===== src/hw/rtl/sfr_pkg.sv =====
// ----------------------------------------------------------------------------
// sfr_pkg
// shared types and constants of the stream find-and-replace block
// ----------------------------------------------------------------------------
package sfr_pkg;

   localparam int BYTE_WIDTH      = 8;
   localparam int MAX_PATTERN     = 8;
   localparam int MAX_REPLACEMENT = 8;
   localparam int WINDOW_DEPTH    = 8;
   localparam int COUNT_WIDTH     = 4;   // holds 0 .. WINDOW_DEPTH
   localparam int SLOT_WIDTH      = 3;   // indexes one of WINDOW_DEPTH cells
   localparam int LEN_WIDTH       = 4;
   localparam int CSR_INDEX_WIDTH = 3;
   localparam int CSR_DATA_WIDTH  = 64;

   // register indexes
   localparam logic [CSR_INDEX_WIDTH-1:0] CSR_PATTERN_BYTES      = 3'd0;
   localparam logic [CSR_INDEX_WIDTH-1:0] CSR_PATTERN_LENGTH     = 3'd1;
   localparam logic [CSR_INDEX_WIDTH-1:0] CSR_REPLACEMENT_BYTES  = 3'd2;
   localparam logic [CSR_INDEX_WIDTH-1:0] CSR_REPLACEMENT_LENGTH = 3'd3;

   typedef struct packed {
      logic [BYTE_WIDTH-1:0] data_byte;
      logic                  final_byte;
   } req_payload_type;

   typedef struct packed {
      logic [BYTE_WIDTH-1:0] out_byte;
      logic                  byte_valid;
      logic                  run_last;
      logic                  stream_end;
   } rsp_payload_type;

   // per-cell control from the sequencer
   typedef struct packed {
      logic load;
      logic shift;
   } cell_ctl_type;

   typedef enum logic [2:0] {
      ST_IDLE,
      ST_EVAL,
      ST_RELEASE,
      ST_REPLACE,
      ST_FLUSH,
      ST_MARK
   } sfr_state_type;

endpackage


===== src/hw/rtl/sfr_cell.sv =====
// ----------------------------------------------------------------------------
// sfr_cell
// one window cell: holds a byte, takes its neighbour's byte on a shift and
// compares its own and its neighbour's byte with its pattern byte
// ----------------------------------------------------------------------------
module sfr_cell
   import sfr_pkg::*;
(
   input  logic                  clock,
   input  cell_ctl_type          ctl,
   input  logic [BYTE_WIDTH-1:0] load_byte,
   input  logic [BYTE_WIDTH-1:0] next_byte,
   input  logic [BYTE_WIDTH-1:0] pattern_byte,
   output logic [BYTE_WIDTH-1:0] held_byte,
   output logic                  match_here,
   output logic                  match_next
);

   logic [BYTE_WIDTH-1:0] held_ff;

   always_ff @(posedge clock) begin
      if (ctl.shift) begin
         held_ff <= next_byte;
      end else if (ctl.load) begin
         held_ff <= load_byte;
      end
   end

   assign held_byte  = held_ff;
   assign match_here = (held_ff == pattern_byte);
   // what this cell would hold after one shift
   assign match_next = (next_byte == pattern_byte);

endmodule


===== src/hw/rtl/stream_find_and_replace.sv =====
// ----------------------------------------------------------------------------
// stream_find_and_replace
// byte stream search and replace over a shifting chain of window cells
// ----------------------------------------------------------------------------
// The block replaces every leftmost, non-overlapping occurrence of the
// configured pattern (1 to 8 bytes) in the byte stream with the configured
// replacement (0 to 8 bytes), one result transfer per output byte. Bytes that
// may still start a match are held in a row of eight cells; bytes that can no
// longer be part of a match are released from the front of the row one per
// cycle while the output is free, as the row shifts towards cell 0. A byte
// with final_byte set flushes the row and tags its last result with
// stream_end; if it leaves nothing to send, a bare marker (byte_valid low) is
// sent instead. Each item is accepted in the idle state and then evaluated;
// its result bytes leave through the single output register, a stalled
// output holds the sequencer, and no new item is taken until it is idle
// again. Configuration is to be written only while the block is idle; the
// block itself does not enforce this.
// ----------------------------------------------------------------------------
module stream_find_and_replace
   import sfr_pkg::*;
(
   input  logic                       clock,
   input  logic                       reset,

   input  logic                       req_valid,
   output logic                       req_ready,
   input  req_payload_type            req_payload,

   output logic                       rsp_valid,
   input  logic                       rsp_ready,
   output rsp_payload_type            rsp_payload,

   input  logic                       csr_write_enable,
   input  logic [CSR_INDEX_WIDTH-1:0] csr_index,
   input  logic [CSR_DATA_WIDTH-1:0]  csr_write_data
);

   // configuration registers
   logic [CSR_DATA_WIDTH-1:0] pattern_bytes_ff;
   logic [LEN_WIDTH-1:0]      pattern_length_ff;
   logic [CSR_DATA_WIDTH-1:0] replacement_bytes_ff;
   logic [LEN_WIDTH-1:0]      replacement_length_ff;

   // sequencer state
   sfr_state_type             state_ff, state_in;
   logic [COUNT_WIDTH-1:0]    count_ff, count_in;
   logic [SLOT_WIDTH-1:0]     rep_idx_ff, rep_idx_in;
   logic                      final_ff, final_in;

   // output register
   logic                      rsp_valid_ff, rsp_valid_in;
   rsp_payload_type           rsp_ff, rsp_in;

   // cell row
   cell_ctl_type              cell_ctl [WINDOW_DEPTH];
   logic [BYTE_WIDTH-1:0]     held_byte [WINDOW_DEPTH];
   logic [BYTE_WIDTH-1:0]     next_byte [WINDOW_DEPTH];
   logic [WINDOW_DEPTH-1:0]   match_here;
   logic [WINDOW_DEPTH-1:0]   match_next;

   // decision terms
   logic [LEN_WIDTH-1:0]      plen;
   logic [LEN_WIDTH-1:0]      rlen;
   logic [COUNT_WIDTH-1:0]    count_dec;
   logic [SLOT_WIDTH-1:0]     wr_slot;
   logic [WINDOW_DEPTH-1:0]   mask_here;
   logic [WINDOW_DEPTH-1:0]   mask_next;
   logic                      prefix_here;
   logic                      prefix_next;
   logic                      full_match;
   logic                      rel_stops;
   logic                      rel_last;
   logic                      rep_last;
   logic                      out_free;
   logic                      emit;
   rsp_payload_type           emit_data;
   logic                      load_en;
   logic                      shift_en;

   // ------------------------------------------------------------------------
   // configuration writes, unknown indexes are ignored
   // ------------------------------------------------------------------------
   always_ff @(posedge clock) begin
      if (reset) begin
         pattern_bytes_ff      <= '0;
         pattern_length_ff     <= LEN_WIDTH'(1);
         replacement_bytes_ff  <= '0;
         replacement_length_ff <= '0;
      end else if (csr_write_enable) begin
         case (csr_index)
            CSR_PATTERN_BYTES:      pattern_bytes_ff      <= csr_write_data;
            CSR_PATTERN_LENGTH:     pattern_length_ff     <= csr_write_data[LEN_WIDTH-1:0];
            CSR_REPLACEMENT_BYTES:  replacement_bytes_ff  <= csr_write_data;
            CSR_REPLACEMENT_LENGTH: replacement_length_ff <= csr_write_data[LEN_WIDTH-1:0];
            default: ;
         endcase
      end
   end

   // effective lengths: empty pattern counts as one byte, both saturate
   always_comb begin
      if (pattern_length_ff == '0) begin
         plen = LEN_WIDTH'(1);
      end else if (pattern_length_ff > LEN_WIDTH'(MAX_PATTERN)) begin
         plen = LEN_WIDTH'(MAX_PATTERN);
      end else begin
         plen = pattern_length_ff;
      end
      if (replacement_length_ff > LEN_WIDTH'(MAX_REPLACEMENT)) begin
         rlen = LEN_WIDTH'(MAX_REPLACEMENT);
      end else begin
         rlen = replacement_length_ff;
      end
   end

   // ------------------------------------------------------------------------
   // cell row: cell i holds window byte i and compares it with pattern byte i
   // ------------------------------------------------------------------------
   generate
      for (genvar i = 0; i < WINDOW_DEPTH; i++) begin : g_cell
         if (i == WINDOW_DEPTH - 1) begin : g_tail
            assign next_byte[i] = '0;
         end else begin : g_link
            assign next_byte[i] = held_byte[i+1];
         end

         assign cell_ctl[i].shift = shift_en;
         assign cell_ctl[i].load  = load_en && (wr_slot == SLOT_WIDTH'(i));

         sfr_cell u_cell (
            .clock        (clock),
            .ctl          (cell_ctl[i]),
            .load_byte    (req_payload.data_byte),
            .next_byte    (next_byte[i]),
            .pattern_byte (pattern_bytes_ff[i*BYTE_WIDTH +: BYTE_WIDTH]),
            .held_byte    (held_byte[i]),
            .match_here   (match_here[i]),
            .match_next   (match_next[i])
         );
      end
   endgenerate

   // a full row overwrites its last cell
   assign wr_slot   = (count_ff >= COUNT_WIDTH'(WINDOW_DEPTH)) ?
                      SLOT_WIDTH'(WINDOW_DEPTH - 1) : count_ff[SLOT_WIDTH-1:0];
   assign count_dec = count_ff - COUNT_WIDTH'(1);

   // only the held cells take part in the prefix checks
   always_comb begin
      for (int i = 0; i < WINDOW_DEPTH; i++) begin
         mask_here[i] = (COUNT_WIDTH'(i) < count_ff);
         mask_next[i] = (COUNT_WIDTH'(i) < count_dec);
      end
   end

   assign prefix_here = (count_ff <= plen)  && (&(match_here | ~mask_here));
   // prefix check of the row as it stands after one more release
   assign prefix_next = (count_dec <= plen) && (&(match_next | ~mask_next));
   assign full_match  = (count_ff == plen) && prefix_here;

   // release stops once the rest is a prefix again; a final byte then
   // flushes whatever is left
   assign rel_stops = (count_dec == '0) || prefix_next;
   assign rel_last  = rel_stops && !(final_ff && (count_dec != '0));
   assign rep_last  = ({1'b0, rep_idx_ff} == (rlen - LEN_WIDTH'(1)));

   assign out_free  = !rsp_valid_ff || rsp_ready;

   // ------------------------------------------------------------------------
   // next state
   // ------------------------------------------------------------------------
   always_comb begin
      state_in = state_ff;
      case (state_ff)
         ST_IDLE: begin
            if (req_valid) begin
               state_in = ST_EVAL;
            end
         end
         ST_EVAL, ST_RELEASE: begin
            if ((state_ff == ST_EVAL) && full_match) begin
               if (rlen != '0) begin
                  state_in = ST_REPLACE;
               end else if (final_ff) begin
                  state_in = ST_MARK;
               end else begin
                  state_in = ST_IDLE;
               end
            end else if (!prefix_here) begin
               if (out_free) begin
                  if (!rel_stops) begin
                     state_in = ST_RELEASE;
                  end else if (rel_last) begin
                     state_in = ST_IDLE;
                  end else begin
                     state_in = ST_FLUSH;
                  end
               end
            end else if (final_ff && (count_ff != '0)) begin
               state_in = ST_FLUSH;
            end else begin
               state_in = ST_IDLE;
            end
         end
         ST_REPLACE: begin
            if (out_free && rep_last) begin
               state_in = ST_IDLE;
            end
         end
         ST_FLUSH: begin
            if (out_free && (count_ff == COUNT_WIDTH'(1))) begin
               state_in = ST_IDLE;
            end
         end
         ST_MARK: begin
            if (out_free) begin
               state_in = ST_IDLE;
            end
         end
         default: state_in = ST_IDLE;
      endcase
   end

   // ------------------------------------------------------------------------
   // outputs and datapath control
   // ------------------------------------------------------------------------
   always_comb begin
      req_ready  = 1'b0;
      load_en    = 1'b0;
      shift_en   = 1'b0;
      emit       = 1'b0;
      emit_data  = '0;
      count_in   = count_ff;
      rep_idx_in = rep_idx_ff;
      final_in   = final_ff;
      case (state_ff)
         ST_IDLE: begin
            req_ready = 1'b1;
            if (req_valid) begin
               load_en  = 1'b1;
               count_in = {1'b0, wr_slot} + COUNT_WIDTH'(1);
               final_in = req_payload.final_byte;
            end
         end
         ST_EVAL, ST_RELEASE: begin
            if ((state_ff == ST_EVAL) && full_match) begin
               count_in   = '0;
               rep_idx_in = '0;
            end else if (!prefix_here && out_free) begin
               emit                 = 1'b1;
               emit_data.out_byte   = held_byte[0];
               emit_data.byte_valid = 1'b1;
               emit_data.run_last   = rel_last;
               emit_data.stream_end = rel_last && final_ff;
               shift_en             = 1'b1;
               count_in             = count_dec;
            end
         end
         ST_REPLACE: begin
            if (out_free) begin
               emit                 = 1'b1;
               emit_data.out_byte   =
                  replacement_bytes_ff[rep_idx_ff*BYTE_WIDTH +: BYTE_WIDTH];
               emit_data.byte_valid = 1'b1;
               emit_data.run_last   = rep_last;
               emit_data.stream_end = rep_last && final_ff;
               rep_idx_in           = rep_idx_ff + SLOT_WIDTH'(1);
            end
         end
         ST_FLUSH: begin
            if (out_free) begin
               emit                 = 1'b1;
               emit_data.out_byte   = held_byte[0];
               emit_data.byte_valid = 1'b1;
               emit_data.run_last   = (count_ff == COUNT_WIDTH'(1));
               emit_data.stream_end = (count_ff == COUNT_WIDTH'(1));
               shift_en             = 1'b1;
               count_in             = count_dec;
            end
         end
         ST_MARK: begin
            if (out_free) begin
               // bare end-of-stream marker
               emit                 = 1'b1;
               emit_data.run_last   = 1'b1;
               emit_data.stream_end = 1'b1;
            end
         end
         default: ;
      endcase
   end

   // output register: loads a new result as the old one leaves
   always_comb begin
      rsp_valid_in = rsp_valid_ff;
      rsp_in       = rsp_ff;
      if (emit) begin
         rsp_valid_in = 1'b1;
         rsp_in       = emit_data;
      end else if (rsp_ready) begin
         rsp_valid_in = 1'b0;
      end
   end

   always_ff @(posedge clock) begin
      if (reset) begin
         state_ff     <= ST_IDLE;
         count_ff     <= '0;
         rep_idx_ff   <= '0;
         final_ff     <= 1'b0;
         rsp_valid_ff <= 1'b0;
      end else begin
         state_ff     <= state_in;
         count_ff     <= count_in;
         rep_idx_ff   <= rep_idx_in;
         final_ff     <= final_in;
         rsp_valid_ff <= rsp_valid_in;
      end
   end

   always_ff @(posedge clock) begin
      rsp_ff <= rsp_in;
   end

   assign rsp_valid   = rsp_valid_ff;
   assign rsp_payload = rsp_ff;

`ifndef SYNTHESIS
   // the row never holds more bytes than it has cells
   assert property (@(posedge clock) disable iff (reset)
      count_ff <= COUNT_WIDTH'(WINDOW_DEPTH))
      else $error("held count beyond window depth");

   // the window is empty while the replacement goes out
   assert property (@(posedge clock) disable iff (reset)
      (state_ff == ST_REPLACE) |-> (count_ff == '0))
      else $error("window not cleared on match");

   // release and flush always have a byte left to send
   assert property (@(posedge clock) disable iff (reset)
      ((state_ff == ST_FLUSH) || (state_ff == ST_RELEASE)) |-> (count_ff != '0))
      else $error("release or flush with empty window");

   // end of stream only on the last result of an item
   assert property (@(posedge clock) disable iff (reset)
      (rsp_valid && rsp_payload.stream_end) |-> rsp_payload.run_last)
      else $error("stream end without run last");

   // a result without a byte is only ever the end marker
   assert property (@(posedge clock) disable iff (reset)
      (rsp_valid && !rsp_payload.byte_valid) |-> rsp_payload.stream_end)
      else $error("bare result that does not end the stream");
`endif

endmodule


===== config.mk =====
export PLATFORM = sky130hd
export DESIGN_NAME = stream_find_and_replace
export DESIGN_NICKNAME = d
export VERILOG_FILES = /design/src/hw/rtl/sfr_pkg.sv /design/src/hw/rtl/sfr_cell.sv /design/src/hw/rtl/stream_find_and_replace.sv
export SDC_FILE = /design/constraint.sdc
export NUM_CORES = 1
export LEC_CHECK = 0
export ABC_AREA = 1
export BUFFER_PORTS_ARGS = -buffer_cell sky130_fd_sc_hd__clkbuf_2
export CORE_MARGIN = 2
export CORE_UTILIZATION = 45
export CTS_BUF_LIST = sky130_fd_sc_hd__clkbuf_4 sky130_fd_sc_hd__clkbuf_8
export DETAILED_ROUTE_END_ITERATION = 8
export PLACE_DENSITY = 0.73
export SETUP_SLACK_MARGIN = 0.02
export SYNTH_ARGS = -nofsm -noshare
export SYNTH_HDL_FRONTEND = slang
export SYNTH_SLANG_ARGS = --single-unit

===== constraint.sdc =====
create_clock -name clock -period 3.24 [get_ports clock]
set_clock_uncertainty 0.15 [all_clocks]
set_input_delay 0.81 -clock clock [delete_from_list [all_inputs] [get_ports clock]]
set_output_delay 0.81 -clock clock [all_outputs]
set_load 0.01 [all_outputs]

==> impl_metrics.toml, run 1 <==
[timing]
setup-violations-final = 0
rsz0062_at_grt = "no"
period_share_pct = 93.7
min_period_ns = 3.03
max_freq_ghz = 0.330
worst_pin_slew_ns = 0.696
slew_headroom_pct = 53.3
finalHoldViolCount = 0
maxSlewViolCount = 0
fin_setup_tns_ns = 0

[logic_synthesis]
ys_seq_elements = 223
synth_edf_count = 67
synth_cell_types = 36
synth_area_leaders = "dfxtp_1 (28%), edfxtp_1 (18%), nand2_1 (9.7%), o21ai_0 (9.0%), nor2_1 (8.0%)"
synth_async_sr_flop_share_pct = 0
syn_nets = 1600
netlist_area_mm2 = 0.0113
ys.flop_type = "dfxtp_1"
synthTopCellsByCount = "nand2_1 (293), nor2_1 (243), o21ai_0 (204)"
synthCells = 1497
avgSynthCellArea_um2 = 7.57
ys_warn_count = 0
synth_top_cell_area_share_pct = 27.5
yosysTopAreaCell = "dfxtp_1"
yosysMostFrequentCell = "nand2_1"
seq_area_frac_synth_pct = 45.3

[global_route]
grt_max_degree = 129
grt_remaining_overflow = 0
grt_pass1_wl_mm = 51.8
grt_pass1_vias = 9757
grt_use_total_pct = 25.1
antenna_found_initial = 0

[min_path]
hold_class = "input pin to register"
holdPathStages = 3

[setup_path]
cp.required_ns = 3.41
max_stage_delay_ns = 0.32
worstPathCellList = "nor3_1, o21ai_0, ha_1, inv_1, nor3_2, inv_1, nand2_1, nand2_1, nor2_1, nand3_2, nand3_2, nand2_2, inv_4, buf_12, o21ai_0, buf_4"
crit_buf_inv = 5
crit_fanout = 28
r2r_cells = 16
crit_slowest_cell = "dfxtp_1"
cpLargestDelayFamily = "simple AND/OR/NAND/NOR gates"
cp.depth = 16
critical_path_class = "register to register"
end_kind = "register"
critPathArrivalTime_ns = 3.20
cp-start-kind = "register"

[die]
coreArea_mm2 = 0.0250
row_count = 58
fp.dieArea_mm2 = 0.0265
die_y_um = 163
num_io_pins = 94
initial_core_util_pct = 45.4
die_w_um = 163

[cts]
cts-root-buf = "clkbuf_8"
post_cts.repair.setup_buffers = 0
htreeDepth = 2
cts_sinks = 223
clock_latency_ns = 0.57
post_cts_resized = 0
clockBufferDepth = 3
clkTransAtPathRegs_ns = 0.06
tritoncts = "yes"
cts-buffers-inserted = 39
cts_hold_buf = 0

[placement]
gp_congestion = 0.953
dpl.hpwl_mm = 24.4
port_buffers = 93
placedInstanceArea_mm2 = 0.0121

[layout]
layout.nets = 1686
design_area_mm2 = 0.0131
synthToLayoutAreaGrowth_pct = 15.6
drive_gt1_share_pct = 13.4
diodes = 0

[drt]
avgViaCountPerCell = 5.29
drt_iter0_drc = 943
remaining_drc_errors = 0
first_pass_iters = 6
antenna_left = 0
wl_per_cell_um = 17.1
wl_mm = 33.3
vias = 10293

[power_and_ir_drop]
p_per_area_mw_per_mm2 = 883
total_leakage_power_uw = 0.00543
ir_worst_vdd_v = 0.000480

[flow_run]
cap_violations = 0

[run_status]
outcome = "finished, final reports clean"
[kinds of logic after synthesis]
logic type      synth area share, %
mux                           0.706
buf+inv                        7.67
simple gates                   22.3
xor+xnor                       6.10
fa+ha+maj                      2.43
flops                          45.3
compound gates                 15.5
[routing by layer]
layer  share of wire [%]  global-route usage (%)  wire length (µm)
met5                   0                       0                 0
met4                 6.0                    14.5              2000
met1                  41                    31.7             13800
met3                 6.4                    4.13              2120
met2                  46                    40.9             15400
[cell usage in the layout, fill, tap and decap left out, types with 10 or more instances in the layout]
master	n
dfxtp_1	155
clkbuf_8	45
buf_4	13
nor2_1	243
a21oi_1	89
edfxtp_1	67
o21ai_0	200
xor2_1	24
ha_1	22
nand3_1	29
nand2_1	293
nand4_1	20
inv_1	145
xnor2_1	55
o21ai_1	10
clkbuf_2	93
[power by group]
part / leakage (µW) / total (µW) / switching, µW / internal (µW)
clock: 0.000493 / 3230 / 1270 / 1960
sequential: 0.00191 / 4480 / 632 / 3850
combinational: 0.00302 / 3870 / 2540 / 1320
total: 0.00543 / 11600 / 4440 / 7130
[flip-flops by register name, summed over array words and instances, names as in the netlist]
register and cells:
rep_idx_ff 3, g_cell.u_cell.held_byte 64, pattern_bytes_ff 64, rsp_valid 1
count_ff 4, state_ff 3, replacement_bytes_ff 64, final_ff 1
rsp_payload 11, pattern_length_ff 4, replacement_length_ff 4
[metrics by stage]
stage,setup slack (ns),std cells,utilization (%),hold slack (ns),total power [µW]
2_1_floorplan,0.403,1497,-,0.294,7120
3_3_place_gp,0.177,1872,48.6,0.307,8210
3_5_place_dp,0.133,1872,48.6,0.316,8300
4_1_cts,0.124,1944,52.5,0.304,11500
5_1_grt,0.0264,1944,52.5,0.319,12300
6_report,0.206,1944,52.5,0.325,11600
[worst reg2reg max path: cells and delay by family (launching register included)]
kind,cells,cell delay [ns]
and+or+nand+nor,8,1.09
buffers and inverters,5,0.66
DFF,1,0.32
adders and majority gates,1,0.30
AOI/OAI and AO/OA,2,0.29
[worst paths after layout]
kind                                  from                            end  slack, ns
setup / recovery      pattern_length_ff[0]  g_cell[4].u_cell.held_byte[0]       0.21
hold / removal              req_payload[0]                       final_ff       0.32
setup reg to reg      pattern_length_ff[0]  g_cell[4].u_cell.held_byte[0]       0.21
hold reg to reg   replacement_bytes_ff[48]       replacement_bytes_ff[48]       0.33
[layout make-up]
type,instances,area (µm²)
sequential,223,5140
fill,2417,11900
inverter,156,588
clock buffer,47,634
timing repair buffer,110,643
clock inverter,25,342
multi-input combinational,1053,5350
tap,330,413
Power figures use the tool's default switching activity.
==> run 2: changes to the inputs <==
Settings changed: BUFFER_PORTS_ARGS -buffer_cell sky130_fd_sc_hd__clkbuf_2 to -buffer_cell sky130_fd_sc_hd__buf_2.
==> run 2 against run 1 <==
Against the previous run: utilization is 0.59 points lower; count of clock-buffer cells in the layout is 7 higher; worst setup slack better by 0.034 ns; global-route usage is 0.67 points lower; sequential power hardly changed; final cell count hardly changed; first-iteration DRC count is 1.3% higher; combinational power is 1% lower; via count is 0.65% lower; hold slack better by 0.0057 ns; critical path type unchanged; critical endpoint is now g_cell[5].u_cell.held_byte[3]; highest routed layer unchanged.
==> impl_metrics.toml, run 2 (same netlist as run 1, synthesis figures left out) <==
[cts]
cts_hold_buf = 0
htreeDepth = 2
clock_latency_ns = 0.56
tritoncts = "yes"
cts-buffers-inserted = 38
cts_sinks = 223
clkTransAtPathRegs_ns = 0.06
cts-root-buf = "clkbuf_8"
clockBufferDepth = 3

[drt]
wl_per_cell_um = 16.8
antenna_left = 0
remaining_drc_errors = 0
vias = 10226
drt_iter0_drc = 955
wl_mm = 32.6
first_pass_iters = 5
avgViaCountPerCell = 5.26

[power_and_ir_drop]
power_uw = 11000
p_per_area_mw_per_mm2 = 849
total_leakage_power_uw = 0.00536
ir_worst_vdd_v = 0.000544

[timing]
worst_pin_slew_ns = 0.821
min_period_ns = 3.00
rsz0062_at_grt = "no"
setup-violations-final = 0
maxSlewViolCount = 0
timing.final.ws_setup_ns = 0.239
fin_setup_tns_ns = 0
period_share_pct = 92.6
finalHoldViolCount = 0
slew_headroom_pct = 45.2
max_freq_ghz = 0.333

[layout]
fin_util_pct = 51.9
drive_gt1_share_pct = 13.4
final_cell_mix = "nand2_1 (293), nor2_1 (243), o21ai_0 (200), dfxtp_1 (155), inv_1 (145)"
design_area_mm2 = 0.0130
synthToLayoutAreaGrowth_pct = 14.3
diodes = 0
final_common_cell = "nand2_1"
layout.nets = 1687

[setup_path]
end_kind = "register"
critical_path_class = "register to register"
r2r_start = "pattern_length_ff[0]"
crit_fanout = 27
r2r_cells = 16
rrSetupSlack_ns = 0.24
cp-start-kind = "register"
cp.required_ns = 3.39
critPathArrivalTime_ns = 3.15
rr_endpoint = "g_cell[5].u_cell.held_byte[3]"

[die]
die_y_um = 163
initial_core_util_pct = 45.4
fp.dieArea_mm2 = 0.0265
coreArea_mm2 = 0.0250
num_io_pins = 94
row_count = 58
die_w_um = 163

[global_route]
grt_max_degree = 145
antenna_found_initial = 0
grt_pass1_vias = 9394
grt_remaining_overflow = 0
grt_use_total_pct = 24.5
grt_pass1_wl_mm = 50.3

[min_path]
min_to = "replacement_bytes_ff[54]"
holdPathStages = 2
hold_class = "register to register"
worstHoldStart = "replacement_bytes_ff[54]"

[placement]
port_buffers = 93
gp_congestion = 0.957
placedInstanceArea_mm2 = 0.0121
place_ws_ns = 0.0869
dpl.hpwl_mm = 24.0

[run_status]
outcome = "finished, final reports clean"

[flow_run]
cap_violations = 0
run 2: cell types whose count changed in the layout (fill, tap and decap cells not counted):
| cell | change |
|---|---|
| buf_2 | +93 |
| buf_4 | +2 |
| bufinv_16 | -6 |
| clkbuf_2 | -93 |
| clkbuf_4 | +8 |
| clkbuf_8 | -1 |
| clkinv_2 | -1 |
| clkinv_8 | -1 |
| clkinvlp_4 | -2 |
| inv_6 | -1 |
| inv_8 | +1 |
| nor3_1 | -1 |
| nor3_2 | +1 |
run 2: worst max path at each step:
stage / start / to / cells past startpoint
finish: pattern_length_ff[0] / g_cell[5].u_cell.held_byte[3] / 16
global route: pattern_length_ff[0] / g_cell[5].u_cell.held_byte[3] / 16
CTS: pattern_length_ff[0] / g_cell[0].u_cell.held_byte[5] / 14
detailed placement: pattern_length_ff[0] / g_cell[0].u_cell.held_byte[5] / 14
global placement: pattern_length_ff[0] / g_cell[6].u_cell.held_byte[0] / 14
floorplan: pattern_length_ff[0] / g_cell[0].u_cell.held_byte[0] / 15
run 2: metrics by stage:
| step | hold slack (ns) | std cells |
|---|---|---|
| floorplan | 0.294 | 1497 |
| global placement | 0.307 | 1874 |
| detailed placement | 0.319 | 1874 |
| CTS | 0.333 | 1943 |
| global route | 0.347 | 1943 |
| finish | 0.330 | 1943 |
run 2: critical path: stages (launching register included):
cell and delay, ns:
dfxtp_1 0.33, nor3_2 0.22, o21ai_0 0.15, ha_1 0.30
inv_1 0.05, nor3_2 0.20, inv_1 0.08, nand2_1 0.07
nand2_1 0.05, nor2_1 0.16, nand3_2 0.14, nand3_2 0.14
nand2_2 0.09, inv_4 0.14, buf_12 0.20, o21ai_0 0.11
buf_4 0.18
run 2: cell type report:
type                       instances  area, µm²
multi-input combinational       1053       5350
fill                            2424      12000
clock inverter                    15        128
tap                              330        413
timing repair buffer             112        658
inverter                         156        588
clock buffer                      54        681
sequential                       223       5140
run 2: metal layers:
| metal | part of all wire (%) | global-route usage [%] |
|---|---|---|
| met1 | 42 | 31.4 |
| met5 | 0 | 0 |
| met3 | 6.9 | 4.33 |
| met2 | 47 | 40.9 |
| met4 | 3.7 | 9.94 |
run 2: timing repair:
action                     in CTS  in global routing
buffers inserted                0                  0
setup endpoints to repair       0                 53
gates resized for setup         0                  7
run 2: report_power, final:
group / switching, µW / internal [µW] / total [µW]
Clock: 1180 / 1520 / 2700
Combinational: 2510 / 1320 / 3830
Sequential: 621 / 3850 / 4470
==> run 3: changes to the inputs <==
Settings changed: CORE_ASPECT_RATIO set to 0.75.
==> run 3 against run 2 <==
Against the previous run: non-clock buffer count grew 4; hold slack got worse by 0.0037 ns; first-iteration DRC count increased by 5.0%; count of clock-buffer cells in the layout up 3; sequential power about the same; critical path depth stayed put; power up 0.52%; worst setup slack better by 0.027 ns; global-route usage is 0.38 points higher; register-to-register slack improved by 0.03 ns.
==> impl_metrics.toml, run 3 (same netlist as run 1, synthesis figures left out) <==
[die]
coreArea_mm2 = 0.0248
initial_core_util_pct = 45.6
row_count = 50
die_y_um = 141
num_io_pins = 94
die_w_um = 187
fp.dieArea_mm2 = 0.0265

[drt]
antenna_left = 0
avgViaCountPerCell = 5.24
first_pass_iters = 6
drt_iter0_drc = 1003
wl_per_cell_um = 17.0
vias = 10236
wl_mm = 33.3
remaining_drc_errors = 0

[setup_path]
rr_endpoint = "g_cell[4].u_cell.held_byte[4]"
r2r_start = "pattern_length_ff[0]"
crit_fanout = 9
cp-start-kind = "register"
r2r_cells = 16
cp.required_ns = 3.37
end_kind = "register"
rrSetupSlack_ns = 0.27
critPathArrivalTime_ns = 3.10
max_stage_delay_ns = 0.32
critical_path_class = "register to register"
crit_slowest_cell = "dfxtp_1"
worstPathCellList = "nor3_1, o21ai_0, ha_1, inv_1, nor3_2, inv_1, nand2_1, nand2_1, nor2_1, nand3_2, nand3_2, nand2_2, inv_4, buf_4, o21ai_0, buf_4"
cp-startpoint = "pattern_length_ff[0]"
worstSetupEndpoint = "g_cell[4].u_cell.held_byte[4]"

[power_and_ir_drop]
power.switching_uw = 4350
power_frac_comb_pct = 35.3
p_seq_share_pct = 40.5
p_per_area_mw_per_mm2 = 854
total_leakage_power_uw = 0.00535
p_int_uw = 6710
ir_worst_vdd_v = 0.000378
clockPowerShare_pct = 24.2
switching_share_pct = 39.3

[placement]
port_buffers = 93
dpl.hpwl_mm = 24.9
gp_congestion = 0.945
place_ws_ns = 0.182

[global_route]
grt_remaining_overflow = 0
grt_pass1_wl_mm = 51.4
grt_max_degree = 120
antenna_found_initial = 0
grt_use_total_pct = 24.9
grt_pass1_vias = 9368

[layout]
synthToLayoutAreaGrowth_pct = 14.2
final_cell_mix = "nand2_1 (293), nor2_1 (243), o21ai_0 (201), dfxtp_1 (156), inv_1 (145)"
diodes = 0
fillers = 2397
drive_gt1_share_pct = 13.6
final_common_cell = "nand2_1"
regArea_mm2 = 0.00513
multi_input_area_mm2 = 0.00535
fin_util_pct = 52.1
layout.nets = 1690

[cts]
clock_latency_ns = 0.54
clkTransAtPathRegs_ns = 0.07
tritoncts = "yes"
cts-root-buf = "clkbuf_8"
cts-buffers-inserted = 37
htreeDepth = 2
clockBufferDepth = 3
cts_sinks = 223

[timing]
slew_headroom_pct = 41.2
maxSlewViolCount = 0
max_freq_ghz = 0.336
min_period_ns = 2.97
timing.final.ws_setup_ns = 0.267
rsz0062_at_grt = "no"
finalHoldViolCount = 0
period_share_pct = 91.8
setup-violations-final = 0
worst_pin_slew_ns = 0.881
fin_setup_tns_ns = 0

[flow_run]
cap_violations = 0

[run_status]
outcome = "finished, final reports clean"

[min_path]
hold_class = "register to register"
-- run 3: cell count changes in the layout (fill, tap and decap cells not counted), moves of 2 or more --
| cell | previous run | this run |
|---|---|---|
| buf_4 | 15 | 21 |
| clkbuf_4 | 10 | 15 |
| buf_12 | 4 | 1 |
| clkbuf_8 | 44 | 42 |
| clkinv_1 | 6 | 3 |
| clkinv_2 | 6 | 3 |
-- run 3: area by class of cell --
| type | instances | area share (%) |
|---|---|---|
| Inverter | 156 | 4.54 |
| Sequential cell | 223 | 39.7 |
| Timing Repair Buffer | 116 | 5.08 |
| Clock buffer | 57 | 5.33 |
| Clock inverter | 10 | 0.802 |
| Tap cell | 338 | 3.27 |
| Multi-Input combinational cell | 1053 | 41.3 |
-- run 3: metrics by stage --
step           hold WS [ns]  power, µW  cells  cell area, µm²
6_report              0.327      11100   1953           12900
5_1_grt               0.353      11800   1953           12900
4_1_cts               0.323      11000   1953           12900
3_5_place_dp          0.311       8310   1886           12100
3_3_place_gp          0.310       8230   1886           12100
2_1_floorplan         0.294       7120   1497           11300
-- run 3: critical path, delay by kind of cell, from the launching register on --
kind	cells	cell delay, ns
buffers and inverters	5	0.60
adder cells (fa/ha/maj)	1	0.30
AND/OR/NAND/NOR	8	1.08
flip-flops	1	0.32
AO/OA/AOI/OAI	2	0.24
-- run 3: worst min-delay path by stage --
stage,slack (ns),depth (start not counted),endpoint,startpoint
after global routing,0.35,2,replacement_bytes_ff[17],replacement_bytes_ff[17]
after global placement,0.31,2,replacement_length_ff[1],replacement_length_ff[1]
after CTS,0.32,2,replacement_length_ff[0],replacement_length_ff[0]
final,0.33,2,replacement_length_ff[0],replacement_length_ff[0]
after detailed placement,0.31,2,replacement_length_ff[1],replacement_length_ff[1]
after floorplan,0.29,2,replacement_length_ff[0],replacement_length_ff[0]
-- run 3: power groups by stage --
stage               sequential, µW  combinational (µW)  clock, µW
floorplan                     4320                2800          0
global placement              4510                3720          0
detailed placement            4510                3810          0
CTS                           4460                3830       2710
global route                  4530                4400       2820
finish                        4480                3910       2680
-- run 3: routing by layer --
metal,track usage (%),routed length (µm),part of all wire [%],vias to the layer above
met3,6.70,3660,11,44
met4,6.68,646,1.9,0
met5,0,0,0,-
met1,34.6,14800,44,4705
li1,-,-,-,5049
met2,38.2,14200,43,438
-- run 3: timing repair --
item / CTS / global route
buffers inserted: 0 / 0
hold buffers: 0 / 0
setup endpoints to repair: 0 / 83
resized for setup: 0 / 6
hold endpoints to repair: 0 / 0
